--- config.mk ---
export PLATFORM = sky130hd
export DESIGN_NAME = twhb_alu
export DESIGN_NICKNAME = d
export VERILOG_FILES = /design/src/hdl/twhb_pkg.sv /design/src/hdl/twhb_alu.sv
export SDC_FILE = /design/constraint.sdc
export NUM_CORES = 1
export LEC_CHECK = 0
export BUFFER_PORTS_ARGS = -buffer_cell sky130_fd_sc_hd__buf_2
export CAP_MARGIN = 5
export CORE_MARGIN = 5
export CORE_UTILIZATION = 49
export DETAILED_ROUTE_END_ITERATION = 16
export GPL_TIMING_DRIVEN = 0
export PLACE_DENSITY = 0.93
export SETUP_SLACK_MARGIN = 0.15
export SLEW_MARGIN = 20
export SYNTH_ARGS = -nofsm -noshare
export SYNTH_HDL_FRONTEND = slang
export SYNTH_SLANG_ARGS = --single-unit
--- constraint.sdc ---
create_clock -name vclk -period 2.94
set_input_delay 0.147 -clock vclk [all_inputs]
set_output_delay 0.147 -clock vclk [all_outputs]
set_load 0.01 [all_outputs]
--- src/hdl/twhb_pkg.sv ---
// Shared constants, operation codes and index helpers for the timed window history buffer.
// No dependencies; the top level and twhb_alu refer to it by scoped names.
`timescale 1ns / 1ps
package twhb_pkg;

    localparam int DEPTH        = 64;
    localparam int STAMP_BITS   = 48;
    localparam int PAYLOAD_BITS = 64;
    localparam int PTR_W        = $clog2(DEPTH);
    localparam int CNT_W        = $clog2(DEPTH + 1);

    localparam logic [STAMP_BITS-1:0] WINDOW_RESET = STAMP_BITS'(1000000);

    // operation codes
    localparam logic [2:0] OP_PUSH    = 3'd0;
    localparam logic [2:0] OP_CLEAR   = 3'd1;
    localparam logic [2:0] OP_LOOKUP  = 3'd2;
    localparam logic [2:0] OP_SEGMENT = 3'd3;
    localparam logic [2:0] OP_PRUNE   = 3'd4;

    // physical slot of the entry idx places after the head
    function automatic logic [PTR_W-1:0] slot_of(input logic [PTR_W-1:0] head,
                                                 input logic [CNT_W-1:0] idx);
        logic [PTR_W:0] sum;
        sum = {1'b0, head} + (PTR_W+1)'(idx);
        if (sum >= (PTR_W+1)'(DEPTH))
        begin
            sum = sum - (PTR_W+1)'(DEPTH);
        end
        return sum[PTR_W-1:0];
    endfunction

    // ring pointer increment
    function automatic logic [PTR_W-1:0] ptr_inc(input logic [PTR_W-1:0] p);
        logic [PTR_W-1:0] r;
        r = (p == PTR_W'(DEPTH - 1)) ? '0 : p + PTR_W'(1);
        return r;
    endfunction

endpackage

--- src/hdl/twhb_alu.sv ---
// Shared stamp subtractor: difference and borrow (a below b) for the stamp compares but the segment end check.
// Depends on twhb_pkg.
`timescale 1ns / 1ps
module twhb_alu (
    input  logic [twhb_pkg::STAMP_BITS-1:0] a,
    input  logic [twhb_pkg::STAMP_BITS-1:0] b,
    output logic [twhb_pkg::STAMP_BITS-1:0] diff,
    output logic                            borrow
);

    // one wide subtract, borrow out marks a < b
    always_comb
    begin
        {borrow, diff} = {1'b0, a} - {1'b0, b};
    end

endmodule

==> impl_results.md <==
* Run status: completed
* Diode count at 0
* Worst slew margin at around 63%
* Clock Power Share at 0%
* Reg area at 0 sq um
* Pre-CTS WS at -0.147 ns
* Worst min path class: input pin to primary output
* Switch share at 55.5%
* RSZ-0062 raised after global routing: true
* Most common cell type on the critical path: o311a_4
* Final WL at 9650 um
* Avg WL per Cell at 14.3 um
* Synth area leaders: ha_1 (20%), a21oi_1 (9.2%), xnor2_1 (9.0%)
* Die height at slightly below 90 um
* Area Overhead vs Synth at 38.8%
* Yosys Warn Count at 0
* Site Rows at 28
* Final net count at 745
* Max Cap Violations at 0
* Detailed Routing Iterations Pass 1 at 5
* Max FO, Critical Path at 3
* # DRC at 0
* Final hold violations at 0
* Via density at 5.70
* Die width at between 80 and 90 um
* Tcrit/Tclk final at 94.7%
* Worst vdd ir at ~150 uV
* Finished Layout Cells at just under 700
* Register area share after synthesis at 0%
* Via count at between 3000 and 4000
* Die area at 7630 sq um
* Critical path arrival at roughly 2.6 ns
* Crit path largest cell delay at about 0.38 ns
* Most frequent cells in the layout: buf_2 (145), inv_1 (58), a21oi_1 (46)
* GR Overflow Total at 0
* Worst Min Path Start: b[0]
* Internal Power at 0.479 mW
* Fin. max-slew vios at 0
* Gp weighted congestion at about 0.9
* Critical Path Start Type: input pin
* Gr usage total at 22.6%
* Static Leak at between 2 and 2.5 nW
* Share of post-route cells with drive strength above 1 at 35.5%
* Netlist Area Pre-Place at 2930 sq um
* Initial core utilization at 49.8%
* Commonest non-fill, non-tap cell in the layout: buf_2
* Iteration-0 DRC Markers at 129
* Synth Net Count at just under 600
* Crit Path Category: input pin to primary output
* Tmin final at roughly 2.8 ns
* Worst Setup End Kind: primary output
* Vias in the first global route at ~3700
* Slowest-stage cell, CP: o311a_4
* First-pass GRT wire length at 14900 um
* Largest net degree at the start of global routing at 10
* Crit-path leading delay family: compound AO/OA/AOI/OAI gates
* Crit path from: b[0]
* Final WS setup at between 0.15 and 0.2 ns
* Yosys top cell area share at between 20 and 25%
* Core Box Area at 5890 sq um
* Post-DP HPWL at 7900 um
* F_max at around 360 MHz
* Sequential share of power at 0%
* Pwr per Cell Area at around 260 nW/um^2
* Leading area contributor after synthesis: ha_1
* Logic pwr share at between 90% and 100%
* Num ports at 145
* CP Buf/Inv Count at 2
* Final setup vio count at 0
* Total placed cells including tap cells at ~660
* # clk buffers at 0
* Antenna-violating nets left at 0
* FFs & Latches at 0
* Post-synth cell types at 56
* Initial antenna violation count at 0
* Sw Pwr at between 0.5 and 0.6 mW
* Critical Path RT at ~2.8 ns
* Syn_area_per_cell at roughly 6.7 sq um
* Worst-margin pin slew at around 0.55 ns
* IO buf count at approximately 150
* Synth Instances at around 440
* Crit path cell chain: buf_6 > ha_4 > fa_2 > and2b_1 > o21ai_2 > nand2b_4 > a31oi_4 > o311a_4 > o311a_4 > o211ai_4 > a311oi_2 > xnor2_1 > buf_2
-- final cells by class --
type / count / area [sq um]
repair buffers: 157 / 832
plain buffers: 14 / 70.1
inverters: 60 / 225
fillers: 506 / 1810
well taps: 75 / 93.8
multi-input cells: 367 / 2850
-- power by group through the flow --
stage                     Sequential (mW)  Combinational (mW)  Clock (mW)
after CTS                               0               0.994           0
after detailed placement                0               0.968           0
after global placement                  0               0.943           0
after global routing                    0                1.18           0
final                                   0                1.08           0
after floorplan                         0               0.643           0
-- repair_timing --
item | in CTS | in global routing
setup buffers | 4 | 8
setup endpoints to repair | 17 | 23
hold buffers | 0 | 0
pin swaps | 5 | 31
gates resized for setup | 10 | 44
-- cell usage after synthesis, drive strengths merged, types with 2 or more instances --
master   number
a221oi        3
buf           3
o31ai         2
o31a          2
nor2b         7
o311a         4
xor2         12
o21a          9
nand2b        9
ha           48
o21ai        32
xnor2        30
clkbuf       11
nand2        34
inv          60
nand4         7
nor3          4
o2111ai       2
a21boi        2
o21bai        7
a21o         21
and3          7
a21oi        57
and2          2
nor2         26
nand3        10
a31oi         9
-- tightest hold or removal path, stage by stage --
cell and delay (ns):
buf_6 0.08, ha_4 0.11, inv_1 0.03, buf_2 0.13
-- path summary, 6_finish.rpt --
| path | end | slack, ns | cells past startpoint |
|---|---|---|---|
| worst max-delay path | diff[44] | 0.15 | 13 |
| worst min-delay path | diff[0] | 0.64 | 4 |
-- routing by layer --
layer	vias to the layer above	share of wire, %	global-route usage, %	routed length, um
met2	167	50	42.3	4860
met5	-	0	0	0
met3	25	7.6	1.70	733
met1	1762	40	27.1	3820
li1	1882	-	-	-
met4	0	2.4	6.42	229
-- cells by family (layout without fill, tap and decap cells) --
family	count (synthesis)	after routing	share of synthesized area (%)
AOI/OAI and AO/OA	163	163	37.6
buffers and inverters	74	231	9.81
adders and majority gates	49	49	21.2
and+or+nand+nor	112	112	18.6
xor gates and xnor gates	42	42	12.5
muxes	1	1	0.341
-- metrics by stage --
| step | instance area [sq um] | TNS (ns) | hold WS, ns | total power [mW] | utilization, % |
|---|---|---|---|---|---|
| after floorplan | 2930 | 0 | 0.442 | 0.643 | - |
| after global placement | 3750 | -0.269 | 0.634 | 0.943 | 63.8 |
| after detailed placement | 3750 | -0.534 | 0.646 | 0.968 | 63.8 |
| after CTS | 3820 | 0 | 0.647 | 0.994 | 64.9 |
| after global routing | 4070 | 0 | 0.653 | 1.18 | 69.2 |
| final | 4070 | 0 | 0.639 | 1.08 | 69.2 |
Power figures use the tool's default switching activity.
