===== config.mk =====
export PLATFORM = sky130hd
export DESIGN_NAME = twhb_ram
export DESIGN_NICKNAME = d
export VERILOG_FILES = /design/src/hdl/twhb_ram.sv
export SDC_FILE = /design/constraint.sdc
export NUM_CORES = 1
export LEC_CHECK = 0
export BUFFER_PORTS_ARGS = -buffer_cell sky130_fd_sc_hd__buf_2
export CAP_MARGIN = 20
export CORE_MARGIN = 2
export CORE_UTILIZATION = 50
export CTS_CLUSTER_DIAMETER = 200
export DETAILED_ROUTE_END_ITERATION = 8
export GPL_ROUTABILITY_DRIVEN = 1
export PLACE_DENSITY = 0.73
export SLEW_MARGIN = 20
export SYNTH_ARGS = -nofsm -noshare
export SYNTH_HDL_FRONTEND = slang
export SYNTH_SLANG_ARGS = --single-unit

===== constraint.sdc =====
create_clock -name clk -period 1.9 [get_ports clk]
set_clock_uncertainty 0.2 [all_clocks]
set_input_delay 0.095 -clock clk [delete_from_list [all_inputs] [get_ports clk]]
set_output_delay 0.095 -clock clk [all_outputs]
set_load 0.01 [all_outputs]

===== src/hdl/twhb_ram.sv =====
// Generic single write port, single read port RAM with registered read data.
// No dependencies.
`timescale 1ns / 1ps
module twhb_ram #(
    parameter int WIDTH = 8,
    parameter int DEPTH = 16
) (
    input  logic                     clk,
    input  logic                     we,
    input  logic [$clog2(DEPTH)-1:0] waddr,
    input  logic [WIDTH-1:0]         wdata,
    input  logic [$clog2(DEPTH)-1:0] raddr,
    output logic [WIDTH-1:0]         rdata
);

    logic [WIDTH-1:0] mem [DEPTH];

    // write and registered read
    always_ff @(posedge clk)
    begin
        if (we)
        begin
            mem[waddr] <= wdata;
        end
        rdata <= mem[raddr];
    end

endmodule


==> results of run 1 <==
## worst paths after layout
check / startpoint / endpoint / slack [ps] / cells past startpoint
setup / recovery: waddr[1] / mem[4][3]$_DFFE_PP_ / 220 / 5
hold / removal: waddr[2] / mem[1][6]$_DFFE_PP_ / 50 / 4
setup reg to reg: mem[10][3]$_DFFE_PP_ / rdata[3]$_DFF_P_ / 350 / 3
hold reg to reg: mem[7][0]$_DFFE_PP_ / rdata[0]$_DFF_P_ / 460 / 3
## layout make-up
cell class | count | area (um^2)
flip-flops and latches | 136 | 4004
fillers | 716 | 3852
repair buffers | 61 | 457.9
clock inverters | 12 | 151.4
multi-input cells | 83 | 1057
well taps | 136 | 170.2
clock buffers | 20 | 445.4
## power groups by stage
stage               registers (mW)  logic [mW]  clock network [mW]
floorplan                     3.44       0.170                   0
global placement              3.44       0.308                   0
detailed placement            3.44       0.316                   0
CTS                           3.38       0.341                3.26
global route                  3.38       0.365                3.40
finish                        3.38       0.334                3.20
## cells in the mapped netlist
| cell type | n | share of area, % |
|---|---|---|
| edfxtp_1 | 128 | 75 |
| mux4_2 | 18 | 7.9 |
| a22oi_1 | 16 | 2.3 |
| mux4_1 | 14 | 7.1 |
| nor2_1 | 13 | 0.95 |
| nand2_1 | 9 | 0.66 |
| dfxtp_1 | 8 | 3.1 |
| nor3_1 | 4 | 0.39 |
| buf_2 | 3 | 0.29 |
| buf_6 | 3 | 0.66 |
| clkdlybuf4s25_2 | 3 | 0.58 |
| nand2b_1 | 2 | 0.24 |
| nand3b_1 | 2 | 0.29 |
| and2_1 | 1 | 0.12 |
| and2b_1 | 1 | 0.15 |
| buf_4 | 1 | 0.15 |
| nand3_1 | 1 | 0.097 |
| nor2b_1 | 1 | 0.12 |
| or3b_2 | 1 | 0.17 |
## sequential cells by signal, indices dropped and copies added, names as in the netlist
register / flops
rdata: 8
mem: 128
## through the flow
| step | std cells | cell area, um^2 | util [%] |
|---|---|---|---|
| global placement | 401 | 5539 | 54.63 |
| global route | 448 | 6286 | 62.00 |
| CTS | 448 | 6286 | 62.00 |
| detailed placement | 401 | 5539 | 54.63 |
| finish | 448 | 6286 | 62.00 |
| floorplan | 229 | 5147 | - |
## layer usage
| layer | vias up | global-route usage (%) |
|---|---|---|
| met1 | 1312 | 24.81 |
| met3 | 14 | 5.009 |
| met4 | 0 | 9.048 |
| li1 | 1116 | - |
| met2 | 93 | 30.18 |
| met5 | - | 0 |
## tightest hold or removal path, stage by stage
cell	delay (ps)
buf_2	100
or3b_2	170
nor2_1	50
buf_4	170
## kinds of logic after synthesis
kind of cell / count (synthesis) / synth area share (%)
buffers and inverters: 10 / 1.677
AOI/OAI and AO/OA: 16 / 2.334
muxes: 32 / 15.02
and+or+nand+nor: 35 / 3.184
DFF: 136 / 77.78
## placed cells by master (no fill, tap or decap), drive strengths merged
cell type / n
or3b: 1
nor2b: 1
bufinv: 3
a22oi: 16
nand3: 1
nand2: 9
nor2: 13
dlygate4sd3: 15
clkinv: 7
nand2b: 2
edfxtp: 128
nor3: 4
dfxtp: 8
clkinvlp: 2
mux4: 32
buf: 46
clkbuf: 20
and2b: 1
and2: 1
nand3b: 2
## what timing repair did
item | CTS | global route
hold endpoints to repair | 168 | 0
resized for setup | 0 | 0
endpoints found under the setup margin | 0 | 0
hold buffers | 15 | 0
==> impl_results.md, run 1 <==
- IO Port Bufs: 25
- Die Y: 105.5 um
- Drt first-iter violations: 177
- Endpoints failing hold: 0
- Switch Pwr: between 1 and 1.5 mW
- Final slew viol count: 0
- Row count: 37
- Core area: 0.01014 mm^2
- Critical Path, Cell by Cell: dlygate4sd3_1, buf_2, nor3_1, dlygate4sd3_1, buf_4
- Clock network power share: approximately 46%
- Htree depth: 4
- Power Density: between 1000 and 1500 mW/mm^2
- Leakage: between 2 and 2.5 nW
- Routed metal-1 wirelength: ~3.9 mm
- Post-DP HPWL: 6.189 mm
- DRC: 0
- Met2 routed WL: 4.801 mm
- Post-route ant nets: 0
- CTS Buf Count: 17
- Longest Clk Path Bufs: 2
- Final #Nets: roughly 320
- Via count: between 2000 and 3000
- Slew @ Worst Pin: between 300 and 400 ps
- Cell mode on critical path: dlygate4sd3_1
- RSZ-0062 raised after global routing: no
- Avg Inst Size Synth: ~22 um^2
- #FFs+latches synth: 136
- Slew margin rel.: between 70% and 80%
- Final wirelength: 9.515 mm
- Count of different cell masters after synthesis: 19
- Io pins: 26
- Critical Path Sink Type: flip-flop
- First-pass GRT wire length: around 15 mm
- Share of post-route cells with drive strength above 1: roughly 31%
- TritonCTS clock tree: done
- Pint: approximately 5.6 mW
- Largest stage delay, worst path: 560 ps
- Post-layout min period: approximately 1700 ps
- Root buf cell: clkbuf_8
- RePlAce Congestion: 0.7204
- Wire length on met3: ~680 um
- GRT Resource Usage Total: between 10% and 20%
- Crit path kind: input pin to flip-flop
- Pwr Total: slightly below 7 mW
- Vias/cell: about 5.7
- Grt ovf: 0
- Full die area: 0.01112 mm^2
- Logic pwr share: 4.8%
- CP required: around 1900 ps
- First-pass DRT Iterations: 4
- Die Span X: about 110 um
- CP Buf/Inv Count: 4
- Final setup violation count: 0
- Final setup TNS: 0 ps
- Pre-CTS setup slack: around 150 ps
- Register area share after synthesis: 77.78%
- VDD IR max: 455.6 uV
- Initial antenna violation count: 0
- Sequential power share: roughly 49%
- Avg WL per Cell: ~21 um
- Sink Count: 136
- Hold slack final: 48.33 ps
- Fmax: roughly 600 MHz
- Delay-heaviest family, CP: buffers and inverters
- Initial core utilization: approximately half
- Final worst path period share: roughly nine tenths
- Peak fanout along the critical path: 8
- Clk pin slew, worst setup/hold paths: ~60 ps
- Pin count of the biggest net entering global routing: 29
- Vias in the first global route: ~2500
- Synthesized cell area: a little over 0.005 mm^2
- Max-cap check violation count: 0
- Setup bufs post-CTS: 0
- Sw Share: between 10% and 20%
- Worst path arrival time: between 1500 and 2000 ps
- Layout area overhead: 22.12%
- Setup crit start kind: input pin
- Min-Delay Path Class: input pin to flip-flop
- # diodes: 0
- Post-Synthesis Cells: 229
- Top layer reached by signal wires: met4
- Outcome: complete, no violations
- Slowest cell on crit path: dlygate4sd3_1
- Worst Slack Setup Final: 223.9 ps
- Syn_nets: 247
- Yosys warnings: 0
- Clk Latency, worst-skew pair: just over 500 ps
No activity file was read; power rests on OpenSTA's default activity.
==> run 2, diff against run 1 <==
- CORE_UTILIZATION: 50 -> 54
- PLACE_DENSITY: 0.73 -> 0.77
==> run 2 against run 1 <==
Critical path depth rose by 1. Setup slack worse by 54 ps. Clock power is 2% lower. Via count grew 0.16%. Cell area is 0.20% higher. Combinational power rose by 4%. Die area down 7.1%. Sequential share of layout area shrank 0.13 points.
==> impl_results.md, run 2 (synthesis results as in run 1) <==
- Outcome: complete, no violations
- Fin cells: 445 (-0.67%)
- Pin count of the biggest net entering global routing: 24 (-17%)
- Drt first-iter violations: 196 (+11%)
- Final #Nets: 321 (+1.3%)
- Final wirelength: 9.959 mm (+4.7%)
- Post-DP HPWL: 5.940 mm (-4.0%)
- Min-Delay Startpoint: raddr[3]
- CP required: 2070 ps (+150 ps)
- First-pass DRT Iterations: 5 (+1)
- Placed cell count: 399 (-0.50%)
- Max FFs per register: 128 (unchanged)
- Slew @ Worst Pin: 437.4 ps (+50.57 ps)
- Largest Register: mem
- Post-route ant nets: 0 (unchanged)
- Initial core utilization: 55.71% (+4.9 points)
- Worst Slack Setup Final: 169.5 ps (-54.37 ps)
- Fmax: 577.9 MHz (-3.1%)
- Setup crit start kind: input pin
- Fillers: 544 (-24%)
- Full die area: 0.01033 mm^2 (-7.1%)
- Root buf cell: clkbuf_8
- Via count: 2539 (+0.16%)
- Share of post-route cells with drive strength above 1: 31.96% (+1.2 points)
- Max-cap check violation count: 0 (unchanged)
- R2r startpoint: mem[0][0]$_DFFE_PP_
- Commonest non-fill, non-tap cell in the layout: edfxtp_1
- Layout area overhead: 22.36%
- Avg WL per Cell: 22.38 um (+5.4%)
- GR Util met2: 33.50% (+3.3 points)
- Power Density: 1090 mW/mm^2 (-0.97%)
- Worst path arrival time: 1900 ps (+200 ps)
- GR Layer Usage met1: 28.66% (+3.8 points)
- M3 GR Usage: 6.970% (+2.0 points)
- Critical Path, Cell by Cell: dlygate4sd3_1, buf_2, buf_12, mux4_1, a22oi_1, nand2_1
- TritonCTS clock tree: done
- First-pass GRT wire length: 15.25 mm (+3.4%)
- Die Span X: 101.6 um (-3.6%)
- RePlAce Congestion: 0.7369 (+2.3%)
- Final worst path period share: 91.08% (+2.9 points)
- Io pins: 26 (unchanged)
- Htree depth: 4 (unchanged)
- Vias in the first global route: 2671 (+5.2%)
- GRT Resource Usage Total: 21.52% (+2.5 points)
- RSZ-0062 raised after global routing: no
- Core area: 0.009240 mm^2 (-8.9%)
- Final setup TNS: 0 ps (unchanged)
- Die Y: 101.6 um (-3.6%)
- Critical path startpoint: raddr[1]
- DRC: 0 (unchanged)
- Slew margin rel.: 70.84% (-3.4 points)
- Pre-CTS setup slack: 156.3 ps (+10.63 ps)
- Clk Latency, worst-skew pair: 510 ps (about the same)
- Largest registers: mem (128), rdata (8)
- Grt peak-use layer: met2
- VDD IR max: 607.7 uV (+33%)
- Final setup violation count: 0 (unchanged)
- Vias/cell: 5.706 (+0.83%)
- Critical Path Sink Type: flip-flop
- Post-layout min period: 1730 ps (+54.37 ps)
- Peak fanout along the critical path: 23 (+15)
- Crit path kind: input pin to flip-flop
- Longest Clk Path Bufs: 2 (unchanged)
- Most frequent cells in the layout: 128 x edfxtp_1, 25 x buf_2, 23 x buf_4, 18 x mux4_2
- Final slew viol count: 0 (unchanged)
- Hold slack final: 15.35 ps (-32.98 ps)
- Initial antenna violation count: 0 (unchanged)
- Leakage: 2.177 nW (+0.27%)
- Largest stage delay, worst path: 540 ps (-20 ps)
- CTS Buf Count: 17 (unchanged)
- Grt ovf: 0 (unchanged)
- Row count: 35 (-5.4%)
- Endpoints failing hold: 0 (unchanged)
- Clk pin slew, worst setup/hold paths: 60 ps (about the same)
- # diodes: 0 (unchanged)
- Sink Count: 136 (unchanged)
- IO Port Bufs: 25 (unchanged)
- Min-Delay Path Class: input pin to flip-flop
- Setup bufs post-CTS: 0 (unchanged)
- Slowest cell on crit path: dlygate4sd3_1
[run 2: cell count changes in the layout (fill, tap and decap cells not counted)]
| cell | before | now |
|---|---|---|
| dlygate4sd3_1 | 15 | 14 |
| clkinv_2 | 4 | 0 |
| bufinv_16 | 3 | 2 |
| buf_4 | 19 | 23 |
| clkinvlp_4 | 2 | 4 |
| clkinv_4 | 3 | 2 |
| clkinv_1 | 0 | 1 |
| buf_12 | 2 | 3 |
| clkbuf_1 | 1 | 0 |
| clkbuf_8 | 3 | 1 |
| inv_6 | 0 | 6 |
[run 2: power breakdown]
part / total (mW) / switching, mW / leakage [nW] / internal, mW
Combinational: 0.346 / 0.185 / 0.683 / 0.162
Clock: 3.14 / 1.25 / 0.270 / 1.89
Sequential: 3.37 / 0.0206 / 1.22 / 3.35
[run 2: final cells by class]
class | instances | area (um^2) | area share, %
clock inverter | 15 | 163.9 | 2.602
timing repair buffer | 65 | 498.0 | 7.906
clock buffer | 17 | 414.1 | 6.575
multi-input combinational | 83 | 1057 | 16.79
tap | 129 | 161.4 | 2.563
sequential | 136 | 4004 | 63.57
[run 2: worst max-delay path, delay by kind of cell]
kind            cells  cell delay, ps
compound gates      1             300
simple gates        1             130
buf+inv             3            1030
mux                 1             320
[run 2: final timing paths]
| check | to | cells after the start | slack (ps) |
|---|---|---|---|
| max | rdata[0]$_DFF_P_ | 6 | 170 |
| min | rdata[7]$_DFF_P_ | 5 | 20 |
| max reg2reg | rdata[0]$_DFF_P_ | 3 | 260 |
| min reg2reg | rdata[2]$_DFF_P_ | 3 | 460 |
[run 2: metal layers]
metal	vias up	wire length, um
met3	15	585
li1	1122	-
met2	100	4971
met4	0	208
met1	1302	4192
met5	-	0
[run 2: repair_timing]
action                                 in CTS  in global routing
endpoints found under the hold margin     167                  0
hold buffers                               14                  0
resized for setup                           0                  0
[run 2: through the flow]
stage | area (um^2) | total power, mW | utilization (%)
2_1_floorplan | 5147 | 3.610 | -
3_3_place_gp | 5580 | 3.747 | 60.39
3_5_place_dp | 5580 | 3.759 | 60.39
4_1_cts | 6299 | 6.897 | 68.17
5_1_grt | 6299 | 7.066 | 68.17
6_report | 6299 | 6.863 | 68.17
==> run 3, diff against run 2 <==
- CORE_UTILIZATION: 54 -> 60
- PLACE_DENSITY: 0.77 -> 0.81
- RECOVER_POWER: unset -> 50
- clock period: 1.9 -> 1.6 ns (I/O delays scaled with it)
==> run 3 against run 2 <==
Flip-flop and latch count did not move. Largest cell class unchanged. Total power increased by 21%. Setup slack worse by 170 ps. Count of clock-buffer cells in the layout is the same.
==> impl_results.md, run 3 (synthesis results as in run 1) <==
- Outcome: complete, no violations
- Final #Nets: 318 (-0.93%)
- Io pins: 26 (unchanged)
- Peak fanout along the critical path: 1 (-96%)
- Via count: 2598 (+2.3%)
- Slew @ Worst Pin: 811.9 ps (+374.5 ps)
- Post-layout util: 76.05% (+7.9 points)
- Htree depth: 4 (unchanged)
- Post-DP HPWL: 6.150 mm (+3.5%)
- Row count: 33 (-5.7%)
- Grt ovf: 0 (unchanged)
- RSZ-0062 raised after global routing: no
- Critical Path Sink Type: flip-flop
- Commonest non-fill, non-tap cell in the layout: edfxtp_1
- First-pass DRT Iterations: 4 (-1)
- Avg WL per Cell: 26.38 um (+18%)
- First-pass GRT wire length: 16.45 mm (+7.9%)
- Drt first-iter violations: 241 (+23%)
- Post-route ant nets: 0 (unchanged)
- TritonCTS clock tree: done
- Final wirelength: 11.03 mm (+11%)
- Longest Clk Path Bufs: 2 (unchanged)
- Vias in the first global route: 2684 (+0.49%)
- Hold slack final: 78.81 ps (+63.46 ps)
- Final slew viol count: 0 (unchanged)
- Die Span X: 96.63 um (-4.9%)
- Final setup TNS: 0 ps (unchanged)
- Largest registers: mem (128), rdata (8)
- IO Port Bufs: 25 (unchanged)
- CP required: 1790 ps (-280 ps)
- Post-layout min period: 1596 ps
- Most frequent cells in the layout: 128 x edfxtp_1, 19 x mux4_2, 16 x clkbuf_16, 16 x dlygate4sd3_1
- Die Y: 96.63 um (-4.9%)
- Worst path arrival time: 1790 ps (-110 ps)
- Slew margin rel.: 45.76% (-25 points)
- Final worst path period share: ~100%
- Clk pin slew, worst setup/hold paths: 60 ps (about the same)
- Power Density: 1319 mW/mm^2 (+21%)
- Layout area overhead: 22.00%
- Pwr Total: 8.286 mW (+21%)
- Final setup violation count: 0 (unchanged)
- Leakage: 2.141 nW (-1.7%)
- Clk Latency, worst-skew pair: 510 ps (about the same)
- Sink Count: 136 (unchanged)
- RePlAce Congestion: 0.8265 (+12%)
- Fmax: about 630 MHz
- Share of post-route cells with drive strength above 1: 29.71% (-2.2 points)
- Reg-to-reg slack, setup: 4 ps (-260 ps)
- Initial core utilization: 62.33% (+6.6 points)
- Root buf cell: clkbuf_8
- Pin count of the biggest net entering global routing: 22 (-8.3%)
- Setup crit start kind: flip-flop
- DRC: 0 (unchanged)
- Largest Register: mem
- # diodes: 0 (unchanged)
- Endpoints failing hold: 0 (unchanged)
- Max FFs per register: 128 (unchanged)
- Full die area: 0.009336 mm^2 (-9.6%)
- Min-Delay Path Class: input pin to flip-flop
- GRT Resource Usage Total: 25.05% (+3.5 points)
- VDD IR max: 998.7 uV (+64%)
- Core area: 0.008258 mm^2 (-11%)
- Initial antenna violation count: 0 (unchanged)
- CTS Buf Count: 17 (unchanged)
- Vias/cell: 6.215 (+8.9%)
- Max-cap check violation count: 0 (unchanged)
- Crit path kind: flip-flop to flip-flop
-- run 3: cell count changes in the layout (fill, tap and decap cells not counted), sizes merged --
cell         delta
dlygate4sd3     +2
clkbuf         +11
buf            -16
bufinv          +1
inv             -4
clkinv          +4
clkinvlp        -1
-- run 3: layout make-up --
type / count / area (um^2)
multi-input cells: 83 / 1081
repair buffers: 62 / 473.0
flip-flops and latches: 136 / 4004
fillers: 449 / 1978
clock inverters: 15 / 176.4
clock buffers: 17 / 414.1
well taps: 105 / 131.4
-- run 3: metrics by stage --
stage,std cells,worst slack (ps),instance area (um^2)
after floorplan,229,53.85,5152
after global placement,370,-84.09,5518
after detailed placement,370,-100.4,5518
after CTS,418,6.371,6274
after global routing,418,10.06,6280
final,418,3.650,6280
-- run 3: timing repair --
action / in CTS / in global routing
hold buffers: 16 / 0
setup endpoints to repair: 1 / 34
buffers inserted: 0 / 0
pin swaps: 0 / 1
resized for setup: 1 / 7
hold endpoints to repair: 172 / 0
-- run 3: report_power, final --
part           leakage (nW)  internal [mW]  switching [mW]
Combinational         0.633          0.193           0.230
Clock                 0.284           2.38            1.48
Sequential             1.22           3.98          0.0278
Total                  2.14           6.55            1.73
-- run 3: layer usage --
metal	vias up	global-route usage (%)	wire, um	part of all wire, %
met5	-	0	0	0
met4	0	10.08	165	1.5
met3	15	5.853	706	6.4
met2	121	40.38	5712	52
met1	1348	33.61	4441	40
li1	1114	-	-	-
-- run 3: path summary, 6_finish.rpt --
kind,startpoint,endpoint,depth (start not counted)
worst max-delay path,mem[1][1]$_DFFE_PP_,rdata[1]$_DFF_P_,3
worst min-delay path,raddr[0],rdata[0]$_DFF_P_,5
worst min register to register,mem[15][5]$_DFFE_PP_,rdata[5]$_DFF_P_,3
worst max register to register,mem[1][1]$_DFFE_PP_,rdata[1]$_DFF_P_,3
-- run 3: critical path, stage by stage (launching register included) --
cell and delay [ps]:
edfxtp_1 370, mux4_1 550, a22oi_1 260, nand2_1 100
